$ cat src/rtl/skt_pkg.sv
`default_nettype none
package skt_pkg;

  localparam logic [2:0] OP_INSERT     = 3'd0;
  localparam logic [2:0] OP_REMOVE_KEY = 3'd1;
  localparam logic [2:0] OP_FIND       = 3'd2;
  localparam logic [2:0] OP_READ_POS   = 3'd3;
  localparam logic [2:0] OP_REMOVE_POS = 3'd4;
  localparam logic [2:0] OP_CLEAR      = 3'd5;

  localparam logic [1:0] ST_OK        = 2'd0;
  localparam logic [1:0] ST_NOT_FOUND = 2'd1;
  localparam logic [1:0] ST_FULL      = 2'd2;

  localparam logic [1:0] ORDER_NONE = 2'd0;
  localparam logic [1:0] ORDER_ASC  = 2'd1;
  localparam logic [1:0] ORDER_DESC = 2'd2;

  localparam int GRP_W     = 8;
  localparam int GRP_LOC_W = 3;

  typedef enum logic [1:0] {
    CMD_HOLD,
    CMD_INSERT,
    CMD_REMOVE
  } cell_cmd_t;

  typedef struct packed {
    logic      sample;
    logic      ascending;
    logic      occupied;
    cell_cmd_t cmd;
    logic      at;
    logic      after;
  } cell_ctrl_t;

  typedef enum logic [1:0] {
    S_IDLE,
    S_GRP,
    S_SEL,
    S_EXEC
  } state_t;

endpackage
`default_nettype wire

$ cat src/rtl/skt_grp_enc.sv
`default_nettype none
module skt_grp_enc (
  input  wire                            clk,
  input  wire  [skt_pkg::GRP_W-1:0]      flags,
  output logic                           any,
  output logic [skt_pkg::GRP_LOC_W-1:0]  loc
);

  logic                          any_c;
  logic [skt_pkg::GRP_LOC_W-1:0] loc_c;

  // lowest set flag wins
  always_comb begin
    any_c = 1'b0;
    loc_c = '0;
    for (int i = skt_pkg::GRP_W - 1; i >= 0; i--) begin
      if (flags[i]) begin
        any_c = 1'b1;
        loc_c = skt_pkg::GRP_LOC_W'(i);
      end
    end
  end

  always_ff @(posedge clk) begin
    any <= any_c;
    loc <= loc_c;
  end

endmodule
`default_nettype wire

$ cat config.mk
export PLATFORM = sky130hd
export DESIGN_NAME = skt_grp_enc
export DESIGN_NICKNAME = d
export VERILOG_FILES = /design/src/rtl/skt_pkg.sv /design/src/rtl/skt_grp_enc.sv
export SDC_FILE = /design/constraint.sdc
export NUM_CORES = 1
export LEC_CHECK = 0
export BUFFER_PORTS_ARGS = -buffer_cell sky130_fd_sc_hd__buf_2
export CORE_AREA = 2 2 39 41
export DETAILED_ROUTE_END_ITERATION = 8
export DIE_AREA = 0 0 41 43
export PLACE_DENSITY_LB_ADDON = 0.08
export SLEW_MARGIN = 20
export SYNTH_ARGS = -nofsm -noshare
export SYNTH_HDL_FRONTEND = slang
export SYNTH_SLANG_ARGS = --single-unit
$ cat constraint.sdc
create_clock -name clk -period 0.8 [get_ports clk]
set_input_delay 0.08 -clock clk [delete_from_list [all_inputs] [get_ports clk]]
set_output_delay 0.08 -clock clk [all_outputs]
set_load 0.05 [all_outputs]
==> summary.md <==
| Metric | Value |
|---|---|
| Status | complete, no violations |
| Critical-path maximum fanout | 1 |
| CP max-delay cell | dfxtp_1 |
| Initial antenna violation count | 0 |
| Residual DRC count | 0 |
| TNS Setup | 0 ps |
| Wire per inst | between 8 and 9 um |
| Num CTS Buffers | 3 |
| Max cap viols | 0 |
| Final Worst Setup Slack | 26.3 ps |
| Setup bufs post-CTS | 0 |
| Register area share after synthesis | slightly below 50% |
| Top area cells in the synthesized netlist | dfxtp_1 49%, nor4_2 7.6%, nor2_1 6.9% |
| CP max stage delay | around 310 ps |
| Crit path time final | between 700 and 800 ps |
| Mean Syn Cell Area | roughly 9.1 um^2 |
| Worst-Margin Slew | 267 ps |
| Number of I/O pins | 13 |
| Largest area contributor in the netlist | dfxtp_1 |
| CP Launch Type | flip-flop |
| Setup Slack @ Placement | -21.2 ps |
| Total gr overflow | 0 |
| Top cell type's share of synthesized area | between 40% and 50% |
| Final #Nets | 46 |
| Setup crit end kind | output port |
| Global placement routability congestion | 0.601 |
| Starting Density | a little under an eighth |
| Most common cell after layout, fill and taps aside | buf_2 |
| CTS root buffer | clkbuf_4 |
| First-pass GRT wire length | roughly 650 um |
| Total track usage | ~6.1% |
| Dpl hpwl | between 300 and 400 um |
| Kind of critical path | reg2out |
| Reg clk slew, reported paths | ~40 ps |
| Placeable Area | between 1000 and 1500 um^2 |
| Critical path arrival | around 690 ps |
| Clk buf depth | 2 |
| Area growth from synthesis to layout | 89.3% |
| Initial detailed-routing violation count | 0 |
| Largest net degree at the start of global routing | 5 |
| Bufs and invs on worst path | 1 |
| Antenna-violating nets left | 0 |
| Final Cycle Share | a little over nine tenths |
| Hold-fix buffers, CTS | 0 |
| Htree depth | 1 |
| Vias in the first global route | ~190 |
| Peak supply drop | 0.354 mV |
| Fmax | approximately 1300 MHz |
| HP Class | in2reg |
| Worst hold slack | a little under 70 ps |
| DIE AREA | 1760 um^2 |
| Most frequent cells in the layout | 8 x buf_2, 4 x buf_6, 3 x nor2_1, 3 x dfxtp_2, 3 x clkbuf_4 |
| RSZ-0062 raised after global routing | no |
| Share of post-route cells with drive strength above 1 | between 60% and 70% |
| Multi-input logic area | roughly 76 um^2 |
| Quantity of I/O buffers inserted on ports | 12 |
| Yosys cell types | 11 |
| Placement Rows | 14 |
| Synthesized cell area | 164 um^2 |
| Total Wirelength | between 400 and 500 um |
| Die height | approximately 43 um |
| Yosys reg bits | 4 |
| DRT Pass-1 Iters | 1 |
| Final Hold Vio Count | 0 |
| # diodes | 0 |
| Syn_nets | 27 |
| Filler cell count | 157 |
| Gate Count Post-Synth | 18 |
| Worst path cell trace | buf_6 |
| Via density | between 3 and 4 |
| DR vias | roughly 190 |
| Slew Limit Fails | 0 |
| Final setup vio count | 0 |
| Clock sinks | 4 |
| Required time worst endpoint | around 700 ps |
| Synth warn | 0 |
| CTS tree | built |
| Sequential Area | roughly 84 um^2 |
| Die Span X | slightly above 40 um |
| CP top delay family | flip-flops |
| Power per cell area | around 1800 nW/um^2 |
| Leakage | 0.000145 uW |
| Headroom to the max-slew limit | around four fifths |
-- stage by stage --
step	instances	util (%)	instance area (um^2)	power [uW]
global route	51	22.4	310	605
global placement	48	18.7	259	314
CTS	51	22.2	307	587
floorplan	18	-	164	266
detailed placement	48	18.7	259	316
finish	51	22.4	310	568
-- cell type report --
class                      instances  area share (%)
timing repair buffer              14            32.3
sequential                         4            27.0
multi-input combinational         12            24.6
clock buffer                       3            7.26
tap                               16            6.45
inverter                           2            2.42
-- final timing paths --
| path | startpoint | end | slack, ps | depth (start not counted) |
|---|---|---|---|---|
| worst max-delay path | loc[1] | loc[1] | 30 | 1 |
| worst min-delay path | flags[2] | loc[0] | 70 | 2 |
-- cell usage after synthesis --
cell type / instances
a21boi_0: 1
nand3_1: 1
dfxtp_1: 4
o41ai_1: 1
inv_1: 2
a21oi_1: 2
and3b_1: 1
nor2_1: 3
nor3b_1: 1
nor4_2: 1
o21ai_0: 1
-- power breakdown --
group	total [uW]	switching (uW)	internal, uW
clock network	242	74.5	167
logic	112	63.2	48.4
registers	215	3.68	211
total	568	141	427
-- sequential cells by signal, summed over array words and instances, names as in the netlist --
signal  count
loc         3
any         1
-- logic make-up (layout without fill, tap and decap cells) --
group	count (synthesis)	count (layout)	synth area share, %
buffers and inverters	2	19	4.58
AOI/OAI and AO/OA	5	5	19.1
DFF	4	4	48.9
and+or+nand+nor	7	7	27.5
-- metal layers --
layer / up-vias / GRT usage (%) / routed length, um / share of wire (%)
met2: 9 / 9.06 / 224 / 52
met4: 0 / 10.0 / 0 / 0
met3: 0 / 1.57 / 50 / 12
li1: 99 / - / - / -
met5: - / 0 / 0 / 0
met1: 79 / 4.46 / 155 / 36
-- what timing repair did --
action / CTS / global route
resized for setup: 8 / 3
gates cloned: 0 / 0
setup endpoints to repair: 4 / 3
No activity file was read; power rests on OpenSTA's default activity.
