--- config.mk ---
export PLATFORM = sky130hd
export DESIGN_NAME = skt_cell
export DESIGN_NICKNAME = d
export VERILOG_FILES = /design/src/rtl/skt_pkg.sv /design/src/rtl/skt_cell.sv
export SDC_FILE = /design/constraint.sdc
export NUM_CORES = 1
export LEC_CHECK = 0
export BUFFER_PORTS_ARGS = -buffer_cell sky130_fd_sc_hd__buf_2
export CAP_MARGIN = 20
export CORE_AREA = 2 2 179 181
export DETAILED_ROUTE_END_ITERATION = 6
export DIE_AREA = 0 0 181 183
export SETUP_SLACK_MARGIN = 0.2
export SLEW_MARGIN = 0
export SYNTH_ARGS = -nofsm -noshare
export SYNTH_HDL_FRONTEND = slang
export SYNTH_SLANG_ARGS = --single-unit
export TNS_END_PERCENT = 20
--- constraint.sdc ---
create_clock -name clk -period 6.35 [get_ports clk]
set_clock_uncertainty 0.1 [all_clocks]
set_input_delay 0.635 -clock clk [delete_from_list [all_inputs] [get_ports clk]]
set_output_delay 0.635 -clock clk [all_outputs]
set_load 0.005 [all_outputs]
--- src/rtl/skt_pkg.sv ---
`default_nettype none
package skt_pkg;

  localparam logic [2:0] OP_INSERT     = 3'd0;
  localparam logic [2:0] OP_REMOVE_KEY = 3'd1;
  localparam logic [2:0] OP_FIND       = 3'd2;
  localparam logic [2:0] OP_READ_POS   = 3'd3;
  localparam logic [2:0] OP_REMOVE_POS = 3'd4;
  localparam logic [2:0] OP_CLEAR      = 3'd5;

  localparam logic [1:0] ST_OK        = 2'd0;
  localparam logic [1:0] ST_NOT_FOUND = 2'd1;
  localparam logic [1:0] ST_FULL      = 2'd2;

  localparam logic [1:0] ORDER_NONE = 2'd0;
  localparam logic [1:0] ORDER_ASC  = 2'd1;
  localparam logic [1:0] ORDER_DESC = 2'd2;

  localparam int GRP_W     = 8;
  localparam int GRP_LOC_W = 3;

  typedef enum logic [1:0] {
    CMD_HOLD,
    CMD_INSERT,
    CMD_REMOVE
  } cell_cmd_t;

  typedef struct packed {
    logic      sample;
    logic      ascending;
    logic      occupied;
    cell_cmd_t cmd;
    logic      at;
    logic      after;
  } cell_ctrl_t;

  typedef enum logic [1:0] {
    S_IDLE,
    S_GRP,
    S_SEL,
    S_EXEC
  } state_t;

endpackage
`default_nettype wire

--- src/rtl/skt_cell.sv ---
`default_nettype none
module skt_cell #(
  parameter int KEY_BITS  = 64,
  parameter int DATA_BITS = 32
) (
  input  wire                       clk,
  input  skt_pkg::cell_ctrl_t       ctrl,
  input  wire  [KEY_BITS-1:0]       cmp_key,
  input  wire  [KEY_BITS-1:0]       new_key,
  input  wire  [DATA_BITS-1:0]      new_data,
  input  wire  [KEY_BITS-1:0]       prev_key,
  input  wire  [DATA_BITS-1:0]      prev_data,
  input  wire  [KEY_BITS-1:0]       next_key,
  input  wire  [DATA_BITS-1:0]      next_data,
  output logic [KEY_BITS-1:0]       key,
  output logic [DATA_BITS-1:0]      data,
  output logic                      match,
  output logic                      not_before
);

  logic ahead;

  assign ahead = ctrl.ascending ? (key < cmp_key) : (key > cmp_key);

  always_ff @(posedge clk) begin
    if (ctrl.sample) begin
      match      <= ctrl.occupied && (key == cmp_key);
      not_before <= ctrl.occupied && !ahead;
    end
    case (ctrl.cmd)
      skt_pkg::CMD_INSERT: begin
        if (ctrl.at) begin
          key  <= new_key;
          data <= new_data;
        end else if (ctrl.after) begin
          key  <= prev_key;
          data <= prev_data;
        end
      end
      skt_pkg::CMD_REMOVE: begin
        if (ctrl.at || ctrl.after) begin
          key  <= next_key;
          data <= next_data;
        end
      end
      default: begin
      end
    endcase
  end

endmodule
`default_nettype wire

==> results_tabular.tex, run 1 <==
\begin{tabular}{lr}
\hline
Metric & Value \\
\hline
\multicolumn{2}{l}{\textbf{Timing}} \\
Setup-violating endpoint count in the final report & 0 \\
Worst-margin pin slew & 868 ps \\
Setup TNS after final layout & 0 ps \\
Setup ws final & 3380 ps \\
Unrepaired setup endpoints after global routing & no \\
Min Tclk post-route & 2970 ps \\
Highest clock frequency the design can meet & 337 MHz \\
Worst slew margin & 0.422 \\
Final worst path period share & 0.468 \\
Number of endpoints with negative hold slack in the final report & 0 \\
Total count of max-transition violations in the final report & 0 \\
\multicolumn{2}{l}{\textbf{Clock tree}} \\
CTS Buffer Depth & 2 \\
Cell chosen for the clock root & clkbuf\_16 \\
Num CTS Buffers & 9 \\
CTS tree & done \\
CTS clk-pin slew, worst paths & 80 ps \\
Clock latency on the worst-skew pair & 350 ps \\
Level count of the clock H-tree & 3 \\
Post-cts sizing count & 0 \\
Number of setup buffers added after CTS & 0 \\
Hold\_buf cts & 0 \\
Number of clock sinks seen by CTS & 98 \\
\multicolumn{2}{l}{\textbf{Yosys}} \\
Number of nets produced by synthesis & 1085 \\
Adder-cell share of the synthesized area & 0.122 \\
Number of warnings printed during yosys synthesis & 0 \\
Count of unique library cells instantiated by Yosys & 34 \\
Multiplexer share of the synthesized area & 0.146 \\
Prevailing post-synth register cell & edfxtp\_1 \\
Sequential area share after synthesis & 0.448 \\
Post-synthesis share of cell area spent on xor and xnor gates & 0 \\
FF+latch count, synth & 98 \\
Largest family of logic cells by synthesized area & multiplexers \\
FFs w/ async S/R, synth & 0 \\
Post-synth EDFFs & 98 \\
Mean instance size in the synthesized netlist & 9.95 µm² \\
Mapped cell area & 0.00658 mm² \\
Compound-gate portion of the synthesized area & 0.121 \\
Area share of and/or/nand/nor cells after synthesis & 0.106 \\
Gate count of the mapped netlist & 661 \\
\multicolumn{2}{l}{\textbf{Final layout}} \\
Sequential Area & 0.00294 mm² \\
Syn-to-layout area delta & 45.4\% \\
Final antenna diode count & 0 \\
Commonest non-fill, non-tap cells in the layout & buf\_2, nand2\_1, o21ai\_0 \\
Multi-input logic area & 0.00327 mm² \\
Filler Cells Inserted & 3363 \\
Fraction of final layout cells sized beyond drive strength 1 & 0.436 \\
Commonest non-fill, non-tap cell in the layout & buf\_2 \\
NumNets Final & 1525 \\
\multicolumn{2}{l}{\textbf{Floorplanning}} \\
Number of top-level pins & 458 \\
Placement row count & 65 \\
Starting density of the core & 0.211 \\
Die ar. & 0.0331 mm² \\
Die boundary height & 183 µm \\
Horizontal die dimension & 181 µm \\
Core region area & 0.0312 mm² \\
\multicolumn{2}{l}{\textbf{Routing}} \\
Count of routing violations after the opening detailed-route iteration & 170 \\
Number of design rule violations left after detail routing & 0 \\
Final wirelength & 22800 µm \\
First-pass iteration count of the detailed router & 4 \\
Average via count per standard cell & 4.20 \\
Vias & 6329 \\
Wirelength per Cell & 15.1 µm \\
Routed Antenna Nets & 0 \\
\multicolumn{2}{l}{\textbf{Setup path}} \\
Top Family by Delay on Critical Path & simple AND/OR/NAND/NOR gates \\
Largest stage delay on the critical path & 510 ps \\
Critical path's slowest cell & nor4\_4 \\
Count of buffering cells on the critical path with inverters included & 0 \\
Cell-by-cell listing of the critical path & ha\_1 > nand4\_1 > nor4\_4 > nand4\_1 > a31oi\_1 > nor4\_2 > nor3\_1 > a211oi\_1 \\
Sort of element at the start of the critical path & flop \\
Required time at the worst-slack endpoint & 6330 ps \\
Highest net fanout along the worst path & 4 \\
Type of destination of the critical path & flop \\
Crit path arrival time & 2950 ps \\
Crit path top cell by count & nand4\_1 \\
Type of the worst setup path & reg -> reg \\
\multicolumn{2}{l}{\textbf{Run status}} \\
Outcome & complete, no violations \\
\multicolumn{2}{l}{\textbf{Place}} \\
Sum of net half-perimeters after detailed placement & 19500 µm \\
Count of buffers inserted at the top-level ports & 457 \\
Routability cong. & 0.855 \\
DP Worst Slack & 2970 ps \\
\multicolumn{2}{l}{\textbf{Global route}} \\
Antenna violations before repair & 1 \\
First-pass GRT wire length & 33800 µm \\
Largest net degree at the start of global routing & 109 \\
Vias in the first global route & 6258 \\
Total track usage & 0.133 \\
Final global-route overflow total & 0 \\
\multicolumn{2}{l}{\textbf{Worst hold path}} \\
Hold Path Class & in -> reg \\
\multicolumn{2}{l}{\textbf{Power}} \\
Peak supply drop & 0.000107 V \\
Pleak & 4.76 nW \\
Total power divided by cell area & 193 mW/mm² \\
Total power draw & 1.85 mW \\
\multicolumn{2}{l}{\textbf{Run}} \\
Number of max-capacitance violations reported & 0 \\
\hline
\end{tabular}
path summary, 6_finish.rpt:
check / end / from / slack, ps / depth (start not counted)
min reg2reg: not_before$_DFFE_PP_ / key[63]$_DFFE_PP_ / 1020 / 5
max: not_before$_DFFE_PP_ / key[59]$_DFFE_PP_ / 3380 / 8
min: match$_DFFE_PP_ / ctrl[6] / 430 / 1
max reg2reg: not_before$_DFFE_PP_ / key[59]$_DFFE_PP_ / 3380 / 8
cells in the mapped netlist, drive strengths merged, types with 2 or more instances:
cell    number  area [µm²]
a21o         4        30.0
nor2b        2        12.5
o21ai      107         536
a21oi       27         135
nor3         4        20.0
buf          7        33.8
mux2i       96         961
edfxtp      98        2940
nor4         4        46.3
a221oi       3        38.8
nor2         4        15.0
clkbuf      25        93.8
inv         68         255
nand3        5        25.0
ha          64         801
a31oi        2        12.5
nand2b       3        18.8
nand4       13        87.6
nand2      116         435
per-stage QoR:
| stage | hold slack (ps) | area [µm²] | util | instances |
|---|---|---|---|---|
| 3_3_place_gp | 776 | 9290 | 0.297 | 1492 |
| 5_1_grt | 414 | 9560 | 0.306 | 1508 |
| 4_1_cts | 406 | 9560 | 0.306 | 1508 |
| 3_5_place_dp | 780 | 9290 | 0.297 | 1492 |
| 2_1_floorplan | 647 | 6580 | - | 661 |
| 6_report | 430 | 9560 | 0.306 | 1508 |
routing by layer:
layer,up-vias,wire (µm),global-route usage
met4,0,255,0.0309
li1,3252,-,-
met2,247,12000,0.250
met5,-,0,0
met3,12,1330,0.0240
met1,2818,9250,0.156
sequential cells by signal, indices dropped and copies added (netlist names):
register / cells
key: 64
not_before: 1
data: 32
match: 1
area by class of cell:
| cell class | instances | area share |
|---|---|---|
| Multi-Input combinational cell | 463 | 0.342 |
| Sequential cell | 98 | 0.308 |
| Timing Repair Buffer | 461 | 0.243 |
| Tap cell | 402 | 0.0526 |
| Inverter | 68 | 0.0267 |
| Clock buffer | 9 | 0.0236 |
| Clock inverter | 7 | 0.00471 |
logic make-up (layout without fill, tap and decap cells):
group,count (synthesis),count (layout)
and+or+nand+nor,155,155
AOI/OAI and AO/OA,148,148
buffers and inverters,100,545
DFF,98,98
muxes,96,96
adders and majority gates,64,64
report_power, final:
part	leakage [nW]	switching [mW]	internal, mW	total [mW]
clock network	0.129	0.260	0.265	0.525
logic	3.71	0.245	0.234	0.479
registers	0.924	0.0387	0.807	0.845
(Power assumes the default switching activity.)
==> run 2, diff against run 1 <==
- ABC_AREA: not set -> 1
- CORE_AREA: 2 2 179 181 -> 2 2 177 179
- DIE_AREA: 0 0 181 183 -> 0 0 179 181
- clock period: 6.35 -> 2.8 ns (I/O delays scaled with it)
==> results_tabular.tex, run 2 <==
\begin{tabular}{lr}
\hline
Metric & Value \\
\hline
\multicolumn{2}{l}{\textbf{Yosys}} \\
Gate count of the mapped netlist & 815 \\
Fraction of synthesized cell area taken by the top area cell type & 0.444 \\
Prevailing post-synth register cell & edfxtp\_1 \\
Most frequent cells after synthesis & nand2\_1, nor2\_1, edfxtp\_1 \\
Mapped cell area & 0.00663 mm² \\
Count of unique library cells instantiated by Yosys & 27 \\
Dominant cells by area after synthesis & edfxtp\_1, nand2\_1, ha\_1 \\
FFs w/ async S/R, synth & 0 \\
Post-synth EDFFs & 98 \\
Number of warnings printed during yosys synthesis & 0 \\
Number of nets produced by synthesis & 1239 \\
FF+latch count, synth & 98 \\
Mean instance size in the synthesized netlist & 8.13 µm² \\
Sequential area share after synthesis & 0.444 \\
Cell type with the largest total area after synthesis & edfxtp\_1 \\
Most numerous cell in the Yosys netlist & nand2\_1 \\
\multicolumn{2}{l}{\textbf{Global route}} \\
First-pass GRT wire length & 38400 µm \\
Final global-route overflow total & 0 \\
Total track usage & 0.157 \\
Antenna violations before repair & 3 \\
Largest net degree at the start of global routing & 54 \\
Vias in the first global route & 7042 \\
\multicolumn{2}{l}{\textbf{Clock tree}} \\
Hold\_buf cts & 0 \\
CTS tree & done \\
Cell chosen for the clock root & clkbuf\_16 \\
Level count of the clock H-tree & 3 \\
CTS Buffer Depth & 2 \\
Number of clock sinks seen by CTS & 98 \\
Number of setup buffers added after CTS & 0 \\
Num CTS Buffers & 9 \\
Clock latency on the worst-skew pair & 350 ps \\
Post-cts sizing count & 0 \\
CTS clk-pin slew, worst paths & 80 ps \\
\multicolumn{2}{l}{\textbf{Timing}} \\
Setup-violating endpoint count in the final report & 0 \\
Worst-margin pin slew & 556 ps \\
Min Tclk post-route & 2100 ps \\
Total count of max-transition violations in the final report & 0 \\
Highest clock frequency the design can meet & 477 MHz \\
Worst slew margin & 0.629 \\
Setup TNS after final layout & 0 ps \\
Final worst path period share & 0.749 \\
Unrepaired setup endpoints after global routing & no \\
Number of endpoints with negative hold slack in the final report & 0 \\
\multicolumn{2}{l}{\textbf{Floorplanning}} \\
Placement row count & 64 \\
Starting density of the core & 0.218 \\
Horizontal die dimension & 179 µm \\
Die ar. & 0.0324 mm² \\
Number of top-level pins & 458 \\
Core region area & 0.0303 mm² \\
Die boundary height & 181 µm \\
\multicolumn{2}{l}{\textbf{Final layout}} \\
NumNets Final & 1684 \\
Fraction of final layout cells sized beyond drive strength 1 & 0.399 \\
Commonest non-fill, non-tap cell in the layout & buf\_2 \\
Final Instance Count excl. Fillers & 1665 \\
Largest register FFs & 64 \\
Commonest non-fill, non-tap cells in the layout & buf\_2, nand2\_1, nor2\_1 \\
Most flop-heavy register & key \\
Syn-to-layout area delta & 46.8\% \\
Registers with the most flip-flops & key x64, data x32 \\
\multicolumn{2}{l}{\textbf{Setup path}} \\
Type of the worst setup path & reg -> reg \\
Sort of element at the start of the critical path & flop \\
Crit path arrival time & 2100 ps \\
Required time at the worst-slack endpoint & 2800 ps \\
Type of destination of the critical path & flop \\
Highest net fanout along the worst path & 2 \\
\multicolumn{2}{l}{\textbf{Place}} \\
Sum of net half-perimeters after detailed placement & 21900 µm \\
Count of buffers inserted at the top-level ports & 457 \\
Routability cong. & 0.889 \\
Total placed cells including tap cells & 1645 \\
\multicolumn{2}{l}{\textbf{Routing}} \\
Count of routing violations after the opening detailed-route iteration & 351 \\
Wirelength per Cell & 15.8 µm \\
Number of design rule violations left after detail routing & 0 \\
Average via count per standard cell & 4.35 \\
First-pass iteration count of the detailed router & 4 \\
Routed Antenna Nets & 0 \\
Vias & 7239 \\
Final wirelength & 26200 µm \\
\multicolumn{2}{l}{\textbf{Worst hold path}} \\
Hold Path Class & in -> reg \\
\multicolumn{2}{l}{\textbf{Power}} \\
Pleak & 4.97 nW \\
Total power divided by cell area & 452 mW/mm² \\
Peak supply drop & 0.000235 V \\
\multicolumn{2}{l}{\textbf{Run}} \\
Number of max-capacitance violations reported & 0 \\
\multicolumn{2}{l}{\textbf{Run status}} \\
Outcome & complete, no violations \\
\hline
\end{tabular}
run 2: cell types whose count changed after synthesis, sizes merged, moves of 4 or more:
cell	before	now
nor4	4	0
a31oi	2	96
mux2i	96	0
nand2	116	260
nand4	13	5
nor2	4	117
clkbuf	25	16
o21ai	107	7
a21oi	27	32
inv	68	79
buf	7	27
run 2: power breakdown:
part	switching [mW]	leakage [nW]	internal, mW
registers	0.0840	0.934	1.83
logic	0.636	3.89	0.550
clock network	0.600	0.145	0.694
run 2: cells by family (layout without fill, tap and decap cells):
family                   after synthesis  count (layout)  synth area share
AO/OA/AOI/OAI                        140             140             0.126
AND/OR/NAND/NOR                      389             389             0.231
flip-flops                            98              98             0.444
adder cells (fa/ha/maj)               64              64             0.121
other                                  0               4                 0
buffers and inverters                124             574            0.0789
run 2: layer usage:
| layer | wire, µm | GRT usage | vias up |
|---|---|---|---|
| met2 | 13000 | 0.274 | 301 |
| met1 | 11100 | 0.191 | 3269 |
| met4 | 500 | 0.0439 | 0 |
| li1 | - | - | 3644 |
| met3 | 1640 | 0.0347 | 25 |
| met5 | 0 | 0 | - |
run 2: layout make-up:
class / instances / area [µm²]
multi-input combinational: 593 / 3180
antenna: 4 / 10.0
tap: 396 / 495
sequential: 98 / 2940
inverter: 81 / 308
clock buffer: 9 / 225
clock inverter: 7 / 68.8
timing repair buffer: 477 / 2500
fill: 3256 / 20600
run 2: final timing paths:
kind                                         from                    to  slack, ps  depth (start not counted)
worst max-delay path            key[49]$_DFFE_PP_  not_before$_DFFE_PP_        700                         11
worst min register to register  key[16]$_DFFE_PP_       match$_DFFE_PP_        960                          5
worst max register to register  key[49]$_DFFE_PP_  not_before$_DFFE_PP_        700                         11
worst min-delay path                      ctrl[6]       match$_DFFE_PP_         60                          1
run 2: worst max-delay path: stages (launching register included):
cell and delay, ps:
edfxtp_1 450, ha_1 340, a21oi_1 140, o21ai_0 110
nand2_1 80, nand2_1 50, nand2_1 50, nand2_1 60
a21oi_1 280, nand3_2 100, nand2_1 60, nor2_1 30
run 2: per-stage QoR:
step | power [mW] | utilization | setup slack [ps] | cell area [µm²] | hold WS, ps
after floorplan | 2.49 | - | -206 | 6650 | 292
after global placement | 3.13 | 0.311 | 641 | 9420 | 422
after detailed placement | 3.15 | 0.311 | 668 | 9420 | 410
after CTS | 4.49 | 0.320 | 658 | 9720 | 34.9
after global routing | 4.68 | 0.320 | 543 | 9720 | 45.6
final | 4.39 | 0.321 | 702 | 9730 | 63.2
==> run 3, diff against run 2 <==
- clock period: 2.8 -> 2 ns (I/O delays scaled with it)
==> results_tabular.tex, run 3 (synthesis gave the netlist of run 2 again) <==
\begin{tabular}{lr}
\hline
Metric & Value \\
\hline
\multicolumn{2}{l}{\textbf{Run status}} \\
Outcome & finished, violations left \\
Violated checks & setup timing \\
\multicolumn{2}{l}{\textbf{Place}} \\
Total placed cells including tap cells & 1646 \\
Count of buffers inserted at the top-level ports & 457 \\
Sum of net half-perimeters after detailed placement & 21800 µm \\
DP Worst Slack & -177 ps \\
Placed Area & 0.00947 mm² \\
Routability cong. & 0.884 \\
\multicolumn{2}{l}{\textbf{Power}} \\
Switching share of power & 0.307 \\
Int Power & 4.24 mW \\
Switching power summed over all nets & 1.88 mW \\
Combinational fraction of design power & 0.287 \\
Fraction of power consumed by the clock network & 0.276 \\
Total power draw & 6.12 mW \\
Register share of total power & 0.437 \\
Total power divided by cell area & 614 mW/mm² \\
Peak supply drop & 0.000270 V \\
Pleak & 5.06 nW \\
\multicolumn{2}{l}{\textbf{Timing}} \\
Total count of max-transition violations in the final report & 0 \\
Setup-violating endpoint count in the final report & 1 \\
Setup ws final & -37.8 ps \\
Final worst path period share & 1.02 \\
Highest clock frequency the design can meet & 491 MHz \\
Number of endpoints with negative hold slack in the final report & 0 \\
Worst-margin pin slew & 371 ps \\
Unrepaired setup endpoints after global routing & yes \\
Setup TNS after final layout & -37.8 ps \\
Min Tclk post-route & 2040 ps \\
Worst slew margin & 0.752 \\
\multicolumn{2}{l}{\textbf{Worst hold path}} \\
Hold Path Class & in -> reg \\
Instance count along the most critical hold path & 3 \\
Hold Startpoint & next\_key[47] \\
End of the worst hold path & key[47]\$\_DFFE\_PP\_ \\
\multicolumn{2}{l}{\textbf{Setup path}} \\
Logic depth of the worst register-to-register path & 10 \\
Sort of element at the start of the critical path & flop \\
Slack of the worst reg-to-reg path & -40 ps \\
Worst reg2reg startpoint & key[53]\$\_DFFE\_PP\_ \\
Endpoint of the most critical register-to-register path & not\_before\$\_DFFE\_PP\_ \\
Type of destination of the critical path & flop \\
Crit path arrival time & 2040 ps \\
Required time at the worst-slack endpoint & 2000 ps \\
Type of the worst setup path & reg -> reg \\
Highest net fanout along the worst path & 2 \\
Launching element of the worst setup path & key[53]\$\_DFFE\_PP\_ \\
\multicolumn{2}{l}{\textbf{Final layout}} \\
Commonest non-fill, non-tap cells in the layout & buf\_2, nand2\_1, nor2\_1 \\
Largest register FFs & 64 \\
Commonest non-fill, non-tap cell in the layout & buf\_2 \\
Multi-input logic area & 0.00334 mm² \\
NumNets Final & 1691 \\
Syn-to-layout area delta & 50.3\% \\
Sequential Area & 0.00294 mm² \\
Final Instance Count excl. Fillers & 1672 \\
Registers with the most flip-flops & key x64, data x32 \\
Most flop-heavy register & key \\
Filler Cells Inserted & 3259 \\
Fraction of final layout cells sized beyond drive strength 1 & 0.416 \\
Layout Cell Area excl Fill & 0.00996 mm² \\
\multicolumn{2}{l}{\textbf{Clock tree}} \\
Number of clock sinks seen by CTS & 98 \\
Level count of the clock H-tree & 3 \\
Num CTS Buffers & 9 \\
CTS tree & done \\
CTS clk-pin slew, worst paths & 80 ps \\
Cell chosen for the clock root & clkbuf\_16 \\
Clock latency on the worst-skew pair & 350 ps \\
CTS Buffer Depth & 2 \\
\multicolumn{2}{l}{\textbf{Routing}} \\
Number of design rule violations left after detail routing & 0 \\
Wirelength per Cell & 15.5 µm \\
Routed Antenna Nets & 0 \\
Average via count per standard cell & 4.34 \\
Vias & 7260 \\
Count of routing violations after the opening detailed-route iteration & 335 \\
First-pass iteration count of the detailed router & 7 \\
Final wirelength & 25900 µm \\
\multicolumn{2}{l}{\textbf{Floorplanning}} \\
Core region area & 0.0303 mm² \\
Placement row count & 64 \\
Starting density of the core & 0.218 \\
Die ar. & 0.0324 mm² \\
Horizontal die dimension & 179 µm \\
Die boundary height & 181 µm \\
Number of top-level pins & 458 \\
\multicolumn{2}{l}{\textbf{Global route}} \\
Antenna violations before repair & 7 \\
Final global-route overflow total & 0 \\
First-pass GRT wire length & 37900 µm \\
Vias in the first global route & 6861 \\
Total track usage & 0.154 \\
Largest net degree at the start of global routing & 77 \\
\multicolumn{2}{l}{\textbf{Run}} \\
Number of max-capacitance violations reported & 0 \\
\hline
\end{tabular}
## run 3: cell count changes in the layout (fill, tap and decap cells not counted), moves of 3 or more
cell     delta
ha_4        +6
nand2_2     -3
buf_12      +3
ha_1        -6
nand2_4     +5
a21oi_1     -4
nor2_1      -4
## run 3: area by class of cell
class,count,area share
Antenna cell,5,0.00126
Clock buffer,9,0.0226
Clock inverter,6,0.00427
Inverter,81,0.0311
Multi-Input combinational cell,593,0.335
Sequential cell,98,0.295
Tap cell,396,0.0497
Timing Repair Buffer,484,0.261
## run 3: metal layers
metal,vias to the layer above,share of wire,track usage
met1,3284,0.40,0.179
met2,281,0.51,0.275
met4,4,0.016,0.0416
met5,-,0.0010,0
li1,3662,-,-
met3,29,0.069,0.0408
## run 3: worst max-delay path: stages, from the launching register on
cell and delay, ps:
edfxtp_1 450, ha_4 310, nand2_4 50, nor2_4 120
nand4_2 90, nor3_2 160, buf_4 160, buf_6 100
a21oi_4 60, a21oi_2 130, nor2_1 50
## run 3: how the worst max path moves through the flow
stage               cells past startpoint                   end
global placement                       10  not_before$_DFFE_PP_
floorplan                               5     data[0]$_DFFE_PP_
finish                                 10  not_before$_DFFE_PP_
CTS                                    10  not_before$_DFFE_PP_
global route                           11  not_before$_DFFE_PP_
detailed placement                     10  not_before$_DFFE_PP_
## run 3: timing repair
item,CTS,global route
hold buffers,1,0
gates resized for setup,13,16
buffers inserted,1,4
endpoints found under the setup margin,2,2
pin swaps,12,14
endpoints found under the hold margin,2,0
## run 3: stage by stage
step,util,hold WS (ps)
after floorplan,-,212
after global placement,0.312,327
after detailed placement,0.312,331
after CTS,0.323,66.8
after global routing,0.328,88.0
final,0.328,87.7
## run 3: power by group through the flow
stage	logic [mW]	registers [mW]	clock network, mW
floorplan	0.752	2.73	0
global placement	1.68	2.70	0
detailed placement	1.69	2.71	0
CTS	1.73	2.67	1.74
global route	1.98	2.70	1.83
finish	1.75	2.68	1.69
